[config.mk]
export PLATFORM = sky130hd
export DESIGN_NAME = natural_order_string_compare
export DESIGN_NICKNAME = d
export VERILOG_FILES = /design/src/design/nosc_pkg.sv /design/src/design/nosc_run.sv /design/src/design/natural_order_string_compare.sv
export SDC_FILE = /design/constraint.sdc
export NUM_CORES = 1
export LEC_CHECK = 0
export ABC_AREA = 0
export BUFFER_PORTS_ARGS = -buffer_cell sky130_fd_sc_hd__buf_2
export CAP_MARGIN = 20
export CORE_UTILIZATION = 65
export CTS_BUF_LIST = sky130_fd_sc_hd__clkbuf_4 sky130_fd_sc_hd__clkbuf_8 sky130_fd_sc_hd__clkbuf_16
export DETAILED_ROUTE_END_ITERATION = 6
export GPL_TIMING_DRIVEN = 0
export MAX_ROUTING_LAYER = met4
export PLACE_DENSITY = 0.81
export SLEW_MARGIN = 20
export SYNTH_ARGS = -nofsm -noshare
export SYNTH_HDL_FRONTEND = slang
export SYNTH_SLANG_ARGS = --single-unit
export TNS_END_PERCENT = 10
[constraint.sdc]
create_clock -name i_clk -period 6.15 [get_ports i_clk]
set_input_delay 0.3075 -clock i_clk [delete_from_list [all_inputs] [get_ports i_clk]]
set_output_delay 0.3075 -clock i_clk [all_outputs]
set_load 0.1 [all_outputs]
[src/design/nosc_pkg.sv]
`default_nettype none

package nosc_pkg;

    localparam int DEF_VALUE_BITS      = 31;
    localparam int DEF_RUN_LENGTH_BITS = 16;

    localparam logic [7:0] CHAR_ZERO = 8'h30;
    localparam logic [7:0] CHAR_NINE = 8'h39;

    typedef logic signed [1:0] t_order;

    localparam t_order ORDER_LESS    = 2'sb11;
    localparam t_order ORDER_EQUAL   = 2'sb00;
    localparam t_order ORDER_GREATER = 2'sb01;

    typedef enum logic [1:0] {
        LATER_NONE  = 2'b00,
        LATER_LEFT  = 2'b01,
        LATER_RIGHT = 2'b10
    } t_later;

    typedef struct packed {
        logic [7:0] left_char;
        logic       left_present;
        logic [7:0] right_char;
        logic       right_present;
        logic       last;
    } t_in_word;

    typedef struct packed {
        t_order order;
        logic   overflow;
    } t_out_word;

    typedef struct packed {
        logic   decide;
        t_order order;
    } t_settle;

endpackage

`default_nettype wire

[src/design/nosc_run.sv]
`default_nettype none

module nosc_run #(
    parameter int VALUE_BITS      = nosc_pkg::DEF_VALUE_BITS,
    parameter int RUN_LENGTH_BITS = nosc_pkg::DEF_RUN_LENGTH_BITS
) (
    input  logic [7:0]                 i_char,
    input  logic [VALUE_BITS-1:0]      i_value,
    input  logic [RUN_LENGTH_BITS-1:0] i_length,
    output logic                       o_digit,
    output logic [VALUE_BITS-1:0]      o_value,
    output logic [RUN_LENGTH_BITS-1:0] o_length,
    output logic                       o_overflow
);
    import nosc_pkg::*;

    localparam int WIDE = VALUE_BITS + 4;

    logic [WIDE-1:0] w_value_wide;
    logic [WIDE-1:0] w_product;

    // The value times ten is formed from two shifts.
    assign w_value_wide = {4'b0000, i_value};
    assign w_product    = (w_value_wide << 3) + (w_value_wide << 1)
                        + {{(WIDE-4){1'b0}}, i_char[3:0]};

    assign o_digit    = (i_char >= CHAR_ZERO) && (i_char <= CHAR_NINE);
    assign o_overflow = |w_product[WIDE-1:VALUE_BITS];
    assign o_value    = o_overflow ? {VALUE_BITS{1'b1}} : w_product[VALUE_BITS-1:0];
    assign o_length   = (&i_length) ? i_length : i_length + 1'b1;

endmodule

`default_nettype wire

[src/design/natural_order_string_compare.sv]
`default_nettype none

// Natural-order comparator of two byte strings fed one position per word. Words are taken
// at one per cycle while input ready is high; each passes an input register and then
// updates the compare state, the digit run values growing by a shift-and-add times ten.
// The word marked last writes the order (-1, 0 or +1) and the overflow flag into the
// result register on leaving the input register; the state clears for the next compare.
// Input ready drops only while a last word waits for the result register to be emptied.
module natural_order_string_compare #(
    parameter int VALUE_BITS      = nosc_pkg::DEF_VALUE_BITS,
    parameter int RUN_LENGTH_BITS = nosc_pkg::DEF_RUN_LENGTH_BITS
) (
    input  logic                i_clk,
    input  logic                i_rst_n,
    input  logic                i_in_valid,
    input  nosc_pkg::t_in_word  i_in_data,
    output logic                o_in_ready,
    output logic                o_out_valid,
    output nosc_pkg::t_out_word o_out_data,
    input  logic                i_out_ready
);
    import nosc_pkg::*;

    logic                       r_in_valid;
    t_in_word                   r_in;
    logic                       r_out_valid;
    t_out_word                  r_out;

    logic                       r_decided,   n_decided;
    t_order                     r_verdict,   n_verdict;
    logic                       r_in_number, n_in_number;
    logic                       r_lopen,     n_lopen;
    logic                       r_ropen,     n_ropen;
    logic [VALUE_BITS-1:0]      r_lval,      n_lval;
    logic [VALUE_BITS-1:0]      r_rval,      n_rval;
    logic [RUN_LENGTH_BITS-1:0] r_llen,      n_llen;
    logic [RUN_LENGTH_BITS-1:0] r_rlen,      n_rlen;
    logic                       r_ovf,       n_ovf;

    logic                       w_adv;
    logic                       w_go;
    logic                       w_cont_l, w_cont_r;
    t_later                     w_later, w_final_later;
    t_settle                    w_settle, w_final_settle;
    t_order                     w_final_order;

    logic                       w_l_digit, w_r_digit;
    logic [VALUE_BITS-1:0]      w_l_acc, w_r_acc;
    logic [RUN_LENGTH_BITS-1:0] w_l_len, w_r_len;
    logic                       w_l_ovf, w_r_ovf;

    function automatic t_settle settle(
        input logic [VALUE_BITS-1:0]      lv,
        input logic [VALUE_BITS-1:0]      rv,
        input logic [RUN_LENGTH_BITS-1:0] ll,
        input logic [RUN_LENGTH_BITS-1:0] rl,
        input t_later                     later
    );
        t_settle s;
        s.decide = 1'b1;
        s.order  = ORDER_EQUAL;
        if (lv != rv) begin
            s.order = (lv < rv) ? ORDER_LESS : ORDER_GREATER;
        end else if (ll != rl) begin
            s.order = (ll > rl) ? ORDER_LESS : ORDER_GREATER;
        end else begin
            case (later)
                LATER_LEFT:  s.order = ORDER_LESS;
                LATER_RIGHT: s.order = ORDER_GREATER;
                default:     s.decide = 1'b0;
            endcase
        end
        return s;
    endfunction

    nosc_run #(
        .VALUE_BITS      (VALUE_BITS),
        .RUN_LENGTH_BITS (RUN_LENGTH_BITS)
    ) u_left_run (
        .i_char     (r_in.left_char),
        .i_value    (r_lval),
        .i_length   (r_llen),
        .o_digit    (w_l_digit),
        .o_value    (w_l_acc),
        .o_length   (w_l_len),
        .o_overflow (w_l_ovf)
    );

    nosc_run #(
        .VALUE_BITS      (VALUE_BITS),
        .RUN_LENGTH_BITS (RUN_LENGTH_BITS)
    ) u_right_run (
        .i_char     (r_in.right_char),
        .i_value    (r_rval),
        .i_length   (r_rlen),
        .o_digit    (w_r_digit),
        .o_value    (w_r_acc),
        .o_length   (w_r_len),
        .o_overflow (w_r_ovf)
    );

    assign w_adv      = r_in_valid && (!r_in.last || !r_out_valid || i_out_ready);
    assign o_in_ready = !r_in_valid || w_adv;

    assign w_cont_l = r_lopen && r_in.left_present && w_l_digit;
    assign w_cont_r = r_ropen && r_in.right_present && w_r_digit;
    assign w_later  = (r_lopen && r_ropen) ? LATER_NONE :
                      (r_lopen ? LATER_LEFT : LATER_RIGHT);
    assign w_settle = settle(r_lval, r_rval, r_llen, r_rlen, w_later);

    always_comb begin
        n_decided   = r_decided;
        n_verdict   = r_verdict;
        n_in_number = r_in_number;
        n_lopen     = r_lopen;
        n_ropen     = r_ropen;
        n_lval      = r_lval;
        n_rval      = r_rval;
        n_llen      = r_llen;
        n_rlen      = r_rlen;
        n_ovf       = r_ovf;
        w_go        = !r_decided;

        if (!r_decided && r_in_number) begin
            if (w_cont_l) begin
                n_lval = w_l_acc;
                n_llen = w_l_len;
                n_ovf  = n_ovf | w_l_ovf;
            end
            if (w_cont_r) begin
                n_rval = w_r_acc;
                n_rlen = w_r_len;
                n_ovf  = n_ovf | w_r_ovf;
            end
            n_lopen = w_cont_l;
            n_ropen = w_cont_r;
            if (!w_cont_l && !w_cont_r) begin
                n_in_number = 1'b0;
                if (w_settle.decide) begin
                    n_decided = 1'b1;
                    n_verdict = w_settle.order;
                    w_go      = 1'b0;
                end
            end else begin
                w_go = 1'b0;
            end
        end

        if (w_go) begin
            if (r_in.left_present && r_in.right_present) begin
                if (w_l_digit && w_r_digit) begin
                    n_in_number = 1'b1;
                    n_lopen     = 1'b1;
                    n_ropen     = 1'b1;
                    n_lval      = {{(VALUE_BITS-4){1'b0}}, r_in.left_char[3:0]};
                    n_rval      = {{(VALUE_BITS-4){1'b0}}, r_in.right_char[3:0]};
                    n_llen      = {{(RUN_LENGTH_BITS-1){1'b0}}, 1'b1};
                    n_rlen      = {{(RUN_LENGTH_BITS-1){1'b0}}, 1'b1};
                end else if ($signed(r_in.left_char) < $signed(r_in.right_char)) begin
                    n_decided = 1'b1;
                    n_verdict = ORDER_LESS;
                end else if ($signed(r_in.right_char) < $signed(r_in.left_char)) begin
                    n_decided = 1'b1;
                    n_verdict = ORDER_GREATER;
                end
            end else if (r_in.left_present) begin
                n_decided = 1'b1;
                n_verdict = ORDER_GREATER;
            end else if (r_in.right_present) begin
                n_decided = 1'b1;
                n_verdict = ORDER_LESS;
            end
        end
    end

    assign w_final_later  = (n_lopen && n_ropen) ? LATER_NONE :
                            (n_lopen ? LATER_LEFT : LATER_RIGHT);
    assign w_final_settle = settle(n_lval, n_rval, n_llen, n_rlen, w_final_later);
    assign w_final_order  = (!n_decided && n_in_number && w_final_settle.decide) ?
                            w_final_settle.order : n_verdict;

    always_ff @(posedge i_clk) begin
        if (!i_rst_n) begin
            r_in_valid  <= 1'b0;
            r_out_valid <= 1'b0;
            r_decided   <= 1'b0;
            r_verdict   <= ORDER_EQUAL;
            r_in_number <= 1'b0;
            r_lopen     <= 1'b0;
            r_ropen     <= 1'b0;
            r_lval      <= '0;
            r_rval      <= '0;
            r_llen      <= '0;
            r_rlen      <= '0;
            r_ovf       <= 1'b0;
        end else begin
            if (o_in_ready) begin
                r_in_valid <= i_in_valid;
            end
            if (w_adv && r_in.last) begin
                r_out_valid <= 1'b1;
            end else if (i_out_ready) begin
                r_out_valid <= 1'b0;
            end
            if (w_adv) begin
                if (r_in.last) begin
                    r_decided   <= 1'b0;
                    r_verdict   <= ORDER_EQUAL;
                    r_in_number <= 1'b0;
                    r_lopen     <= 1'b0;
                    r_ropen     <= 1'b0;
                    r_lval      <= '0;
                    r_rval      <= '0;
                    r_llen      <= '0;
                    r_rlen      <= '0;
                    r_ovf       <= 1'b0;
                end else begin
                    r_decided   <= n_decided;
                    r_verdict   <= n_verdict;
                    r_in_number <= n_in_number;
                    r_lopen     <= n_lopen;
                    r_ropen     <= n_ropen;
                    r_lval      <= n_lval;
                    r_rval      <= n_rval;
                    r_llen      <= n_llen;
                    r_rlen      <= n_rlen;
                    r_ovf       <= n_ovf;
                end
            end
        end
    end

    always_ff @(posedge i_clk) begin
        if (o_in_ready) begin
            r_in <= i_in_data;
        end
        if (w_adv && r_in.last) begin
            r_out.order    <= w_final_order;
            r_out.overflow <= n_ovf;
        end
    end

    assign o_out_valid = r_out_valid;
    assign o_out_data  = r_out;

endmodule

`default_nettype wire

# --- Yosys cells after proc, flatten, opt, wreduce, memory -nomap -nowiden ---
# Index checks and enable logic that the tools add are counted.
# Widths: inputs -> output; s select.
word_totals:
  ff_bits: 125
  latch_bits: 0
  ram_bits: 0
  romBits: 0
  input_bits: 23
  output_inout_bits: 5
  elab_cells: 175
  n_memories: 0
classes:
  addsub: 6
  mul: 0
  div: 0
  n_lt_le_gt_ge: 10
  n_eq_ne: 8
  shift: 0
  n_mux: 97
  bitwise: 2
  n_reduce_logical: 33
ops:
  columns: ["op", "n"]
  rows:
  - ["$mux 31", 14]
  - ["$mux 16", 14]
  - ["$add 34x32->35", 2]
  - ["$add 35x4->35", 2]
  - ["$lt 31x31->1", 2]
  - ["$ne 31x31->1", 2]
  - ["$mux 2", 24]
  - ["$mux 1", 43]
  - ["$add 16x1->16 const B", 2]
  - ["$gt 16x16->1", 2]
  - ["$ne 16x16->1", 2]
  - ["$reduce_and 16->1", 2]
  - ["$ge 8x6->1 const B", 2]
  - ["$le 8x6->1 const B", 2]
  - ["$logic_and 1x1->1", 16]
  - ["$lt 8x8->1", 2]
  - ["$pmux 2 s2", 2]
  - ["$reduce_or 4->1", 2]
  - ["$logic_not 1->1", 7]
  - ["$eq 2x1->1 const B", 2]
  - ["$eq 2x2->1 const B", 2]
  - ["$reduce_or 2->1", 2]
  - ["$logic_or 1x1->1", 3]
  - ["$or 1x1->1", 2]
  - ["$reduce_bool 2->1", 1]

# --- Depth between registers and ports, before layout ---
depth:
  depth_word: 20
  mapped_depth: 24
  ltp_nobuf: 22

# --- Modules after synthesis ---
# Synthesis repeated with hierarchy kept, for this count alone.
unflattened:
  cells_unflattened: 1775
  area_unflattened_um2: 14333.7
by_module_without_submodules:
  columns: ["module", "instances", "cells_per_inst", "area_each_um2", "seq_area_each_um2"]
  rows:
  - ["natural_order_string_compare", 1, 1017, 8717.1, 2722.6]
  - ["nosc_run at u_left_run", 1, 388, 2861.5, 0.0]
  - ["nosc_run at u_right_run", 1, 370, 2755.1, 0.0]

# --- Worst setup path after synthesis ---
# OpenSTA, ideal clock, no wires.
synth_path:
  kind: "register to register"
  from: "register r_in[14] in the netlist's numbering"
  to: "register r_out (netlist bit o_out_data[2]) (data pin)"
  setup_ns: 0.149
  t_arrival_ns: 5.044
  required_time_ns: 6.001
  slack_ns: 0.958
  stages_incl_launch_ff: 22
  path_buffers: 0
  period_less_slack_ns: 5.192
  path_cell_list: "edfxtp_1 -> fa_1 -> ha_1 -> a211oi_1 -> o211a_4 -> or3_4 -> a21oi_2 -> o21ai_2 -> o41ai_2 -> mux2i_2 -> nor4_1 -> o31ai_1 -> ha_1 -> nor2b_1 -> o21a_1 -> o21a_1 -> o21a_1 -> o21a_1 -> o31ai_1 -> a31oi_1 -> o31ai_1 -> a2bb2oi_1"
synth_between:
  elab_chain_len: 17
synth_lines:
  columns: ["item", "line", "source"]
  rows:
  - ["start: declaration", "natural_order_string_compare.sv:25", "t_in_word r_in;"]
  - ["start signal: assignment", "natural_order_string_compare.sv:235", "r_in <= i_in_data;"]
  - ["branches (longest 16 deep; another with $add 35x4->35)", null, null]
  - ["$mux 2 *", "natural_order_string_compare.sv:179", "assign w_final_order = (!n_decided && n_in_number && w_final_settle.decide) ?"]
  - ["net w_final_order[1]", "natural_order_string_compare.sv:45", "t_order w_final_order;"]
  - ["end: declaration", "natural_order_string_compare.sv:27", "t_out_word r_out;"]
# Mark *: on every way through the listed nets, which the timed path passes.
# A chain may end at the register's enable or synchronous reset.

# --- Worst setup path in the final report ---
layout_path:
  from: "register r_in[5] in the netlist's numbering"
  to: "register r_out (netlist bit o_out_data[1]) (data pin)"
layout_between:
  elab_chain_len: 17
layout_lines:
  columns: ["item", "line"]
  rows:
  - ["branches (longest 16 deep; another with $add 35x4->35)", null]
  - ["$mux 2 *", "natural_order_string_compare.sv:179"]
  - ["net w_final_order[0]", "natural_order_string_compare.sv:45"]
# Marks and branches as above.

==> out/results.txt <==
number of vias in the routed layout: 13301
fin worst setup slack: 0.187 ns
CP Buf/Inv Count: 2
Post-route DRC: 0
Arrival @ worst endpoint: 6.14 ns
Rel. slew slack: 35.2%
part of the power in registers: 43.0%
CTS tree: built
Net Sw Power: 526 µW
Nets: 2007
mean routed wirelength per cell: 19.2 µm
DRT iter0 DRCs: 1015
setup violators final: 0
Largest delay share family, worst path: simple AND/OR/NAND/NOR gates
DRT Wirelength: 39000 µm
Int Power: 1450 µW
placed cell count: 1989
crit path max fanout: 10
Max stage delay on crit path: 0.58 ns
Worst-Skew Late Latency: 0.44 ns
post-route minimum period: 5.96 ns
initial antenna violation count: 0
status: complete, no violations
clock skew: 0.0147 ns
Cell Pwr Density: 136 nW/µm²
worst-path cell chain: fa_1, ha_1, a211oi_1, o21a_1, or4b_4, nand2_1, a41oi_2, o41ai_2, a211o_1, buf_4, buf_6, nor2_1, a211o_1, ha_1, nand4_1, nor4_4, nand4_1, or3_4, a21boi_0, o21bai_1
Synth Register Bits: 125
syn_nets: 1950
Hold Fails Final Rpt: 0
drt via density: 6.55
core box area: 19700 µm²
Slowest-stage cell, CP: or4b_4
maximum root-to-sink buffer count: 2
first-pass GRT wire length: 61800 µm
Seq/Total Area, Yosys: 20.6%
Net Sw Frac: 26.7%
Worst Hold Class: in -> reg
WHS: 0.0373 ns
Setup WS pre-CTS: -0.250 ns
io pins: 28
largest net degree at the start of global routing: 22
starting density of the core: 67.2%
TritonCTS Buffers: 17
Detail Placement HPWL: 30500 µm
fillcell total: 1549
peak supply drop: 0.000170 V
Worst-path clk slew: 0.07 ns
Post-Layout Cell Count: 2032
Netlist Area Pre-Place: 13200 µm²
GRT Overall Usage: 39.3%
# rows: 51
internal reg-to-reg setup slack: 0.19 ns
met3 routed WL: 2840 µm
syn avg cell area: 7.81 µm²
Slew Limit Fails: 0
fin crit share: 97.0%
drt first pass iters: 6
Post-synth EDFFs: 22
clock share of power: 52.3%
nature of the critical path endpoint: register
WL met2: 19200 µm
highest metal used: met4
H-Tree Depth: 4
Worst-Margin Slew: 0.965 ns
global route overflow: 0
routability cong.: 0.971
main flop type after synthesis: dfxtp_1
area grow syn2layout: 9.49%
Synth cell types: 81
Gate power share: 4.6%
post-route met1 wirelength: 15100 µm
IO buf count: 27
Sink Count: 125
Antenna Cells: 0
Die X: 145 µm
post-route ant nets: 0
vias in the first global route: 12812
leakage power figure: 0.00642 µW
yosys warns: 0
# hold bufs at CTS: 0
fraction of registers with async set/reset: 0%
MaxCap Viol Count: 0
Gate Count Post-Synth: 1697
Fmax: 168 MHz
DIE HEIGHT: 145 µm
critical path type: reg -> reg
Required @ worst endpoint: 6.33 ns
die footprint: 21000 µm²
root buf cell: clkbuf_16
Worst setup SP type: register
share of post-route cells with drive strength above 1: 8.15%
[state kept, by name, summed over array words and instances (netlist names)]
name / count
o_out_data: 3
o_out_valid: 1
r_decided: 1
r_in: 19
r_in_number: 1
r_in_valid: 1
r_llen: 16
r_lopen: 1
r_lval: 31
r_ovf: 1
r_rlen: 16
r_ropen: 1
r_rval: 31
r_verdict: 2
[power groups by stage]
stage | Sequential [µW] | Clock [µW] | Combinational [µW]
after floorplan | 870 | 0 | 50.4
after global placement | 868 | 0 | 83.8
after detailed placement | 868 | 0 | 86.3
after CTS | 850 | 1030 | 87.2
after global routing | 850 | 1080 | 97.9
final | 850 | 1030 | 91.2
[final timing paths]
check,startpoint,end,cells after the start
worst min register to register,r_rlen[6],r_rlen[6],2
worst min-delay path,i_in_data[7],r_in[7],1
worst max register to register,r_in[5],o_out_data[1],20
worst max-delay path,r_in[5],o_out_data[1],20
[cell usage in the layout, fill, tap and decap left out, types with 5 or more instances in the layout]
cell type and instances:
buf_2 33, nor3_2 23, and3_1 11, inv_1 79
nor2_1 158, xor2_1 19, a32oi_1 6, buf_4 15
o21ai_0 133, nand4_1 42, o211ai_1 15, xnor2_1 48
a211oi_1 29, a211oi_2 5, inv_6 5, ha_1 226
and2_1 18, o21ai_1 35, a31oi_1 9, dfxtp_1 103
nor4_1 11, clkbuf_1 53, clkbuf_16 17, nor3_1 37
nor2b_1 13, edfxtp_1 22, a211o_1 24, nand2_1 164
a22oi_1 10, o21a_1 25, o21bai_1 8, a21o_1 60
a21oi_1 124, o31ai_1 17, inv_8 5, nand2b_1 9
nand3_1 42, or3_1 10
[metal layers]
| metal | up-vias | global-route usage, % |
|---|---|---|
| met5 | - | - |
| met4 | 0 | 20.8 |
| met3 | 158 | 6.75 |
| met2 | 546 | 68.5 |
| met1 | 6185 | 42.7 |
| li1 | 6412 | - |
[cells by family after synthesis]
| logic type | after synthesis | synth area share, % |
|---|---|---|
| xor+xnor | 67 | 4.43 |
| buf+inv | 150 | 4.57 |
| mux | 2 | 0.179 |
| compound gates | 555 | 27.0 |
| fa+ha+maj | 230 | 21.9 |
| simple gates | 568 | 21.4 |
| flops | 125 | 20.6 |
[what timing repair did]
action	in CTS	in global routing
buffers inserted	2	9
setup endpoints to repair	2	2
pin swaps	1	5
gates cloned	0	0
gates resized for setup	7	14
[area by class of cell]
class / count / area [µm²] / share of cell area (%)
Buffer: 71 / 314 / 2.17
Clock inverter: 15 / 169 / 1.16
Timing Repair Buffer: 38 / 218 / 1.50
Multi-Input combinational cell: 1422 / 10000 / 69.1
Tap cell: 265 / 332 / 2.29
Sequential cell: 125 / 2720 / 18.8
Inverter: 79 / 297 / 2.04
Clock buffer: 17 / 425 / 2.93
[cells in the mapped netlist, drive strengths merged (4+ instances only)]
cell / instances / area share, %
nor2: 158 / 4.5
a22oi: 10 / 0.57
a31oi: 11 / 0.57
fa: 4 / 0.60
o211ai: 16 / 0.94
o41ai: 4 / 0.32
inv: 79 / 2.2
xor2: 19 / 1.3
a32oi: 6 / 0.40
o22ai: 4 / 0.19
nand2: 164 / 4.6
a22o: 4 / 0.26
a2111oi: 4 / 0.27
a21o: 60 / 3.4
and3: 11 / 0.52
a211oi: 34 / 2.0
a21oi: 125 / 4.8
o31ai: 19 / 1.1
xnor2: 48 / 3.2
o21bai: 8 / 0.45
nand3: 42 / 1.6
nand2b: 9 / 0.42
nor3b: 4 / 0.23
a21boi: 4 / 0.23
and4: 4 / 0.26
o21a: 25 / 1.4
nor2b: 13 / 0.61
a211o: 24 / 1.6
buf: 17 / 0.80
nand4: 42 / 2.0
nor3: 60 / 3.1
or3: 12 / 0.60
dfxtp: 103 / 16
nand3b: 4 / 0.23
nor4: 16 / 0.98
ha: 226 / 21
edfxtp: 22 / 5.0
o21ai: 169 / 6.4
clkbuf: 54 / 1.5
and2: 18 / 0.85
[worst reg2reg max path, cell delays in order (launching register included)]
cell and delay, ns:
edfxtp_1 0.53, fa_1 0.54, ha_1 0.33, a211oi_1 0.11
o21a_1 0.23, or4b_4 0.58, nand2_1 0.14, a41oi_2 0.20
o41ai_2 0.26, a211o_1 0.17, buf_4 0.22, buf_6 0.21
nor2_1 0.09, a211o_1 0.31, ha_1 0.30, nand4_1 0.14
nor4_4 0.37, nand4_1 0.27, or3_4 0.40, a21boi_0 0.21
o21bai_1 0.10
[through the flow]
step	power, µW	util, %	area [µm²]	TNS [ns]
after floorplan	920	-	13200	0
after global placement	952	69.6	13700	-0.337
after detailed placement	954	69.6	13700	-0.422
after CTS	1970	72.9	14400	0
after global routing	2020	73.6	14500	-0.0104
final	1970	73.6	14500	0
Note: power is estimated with default switching activity, not from simulation.
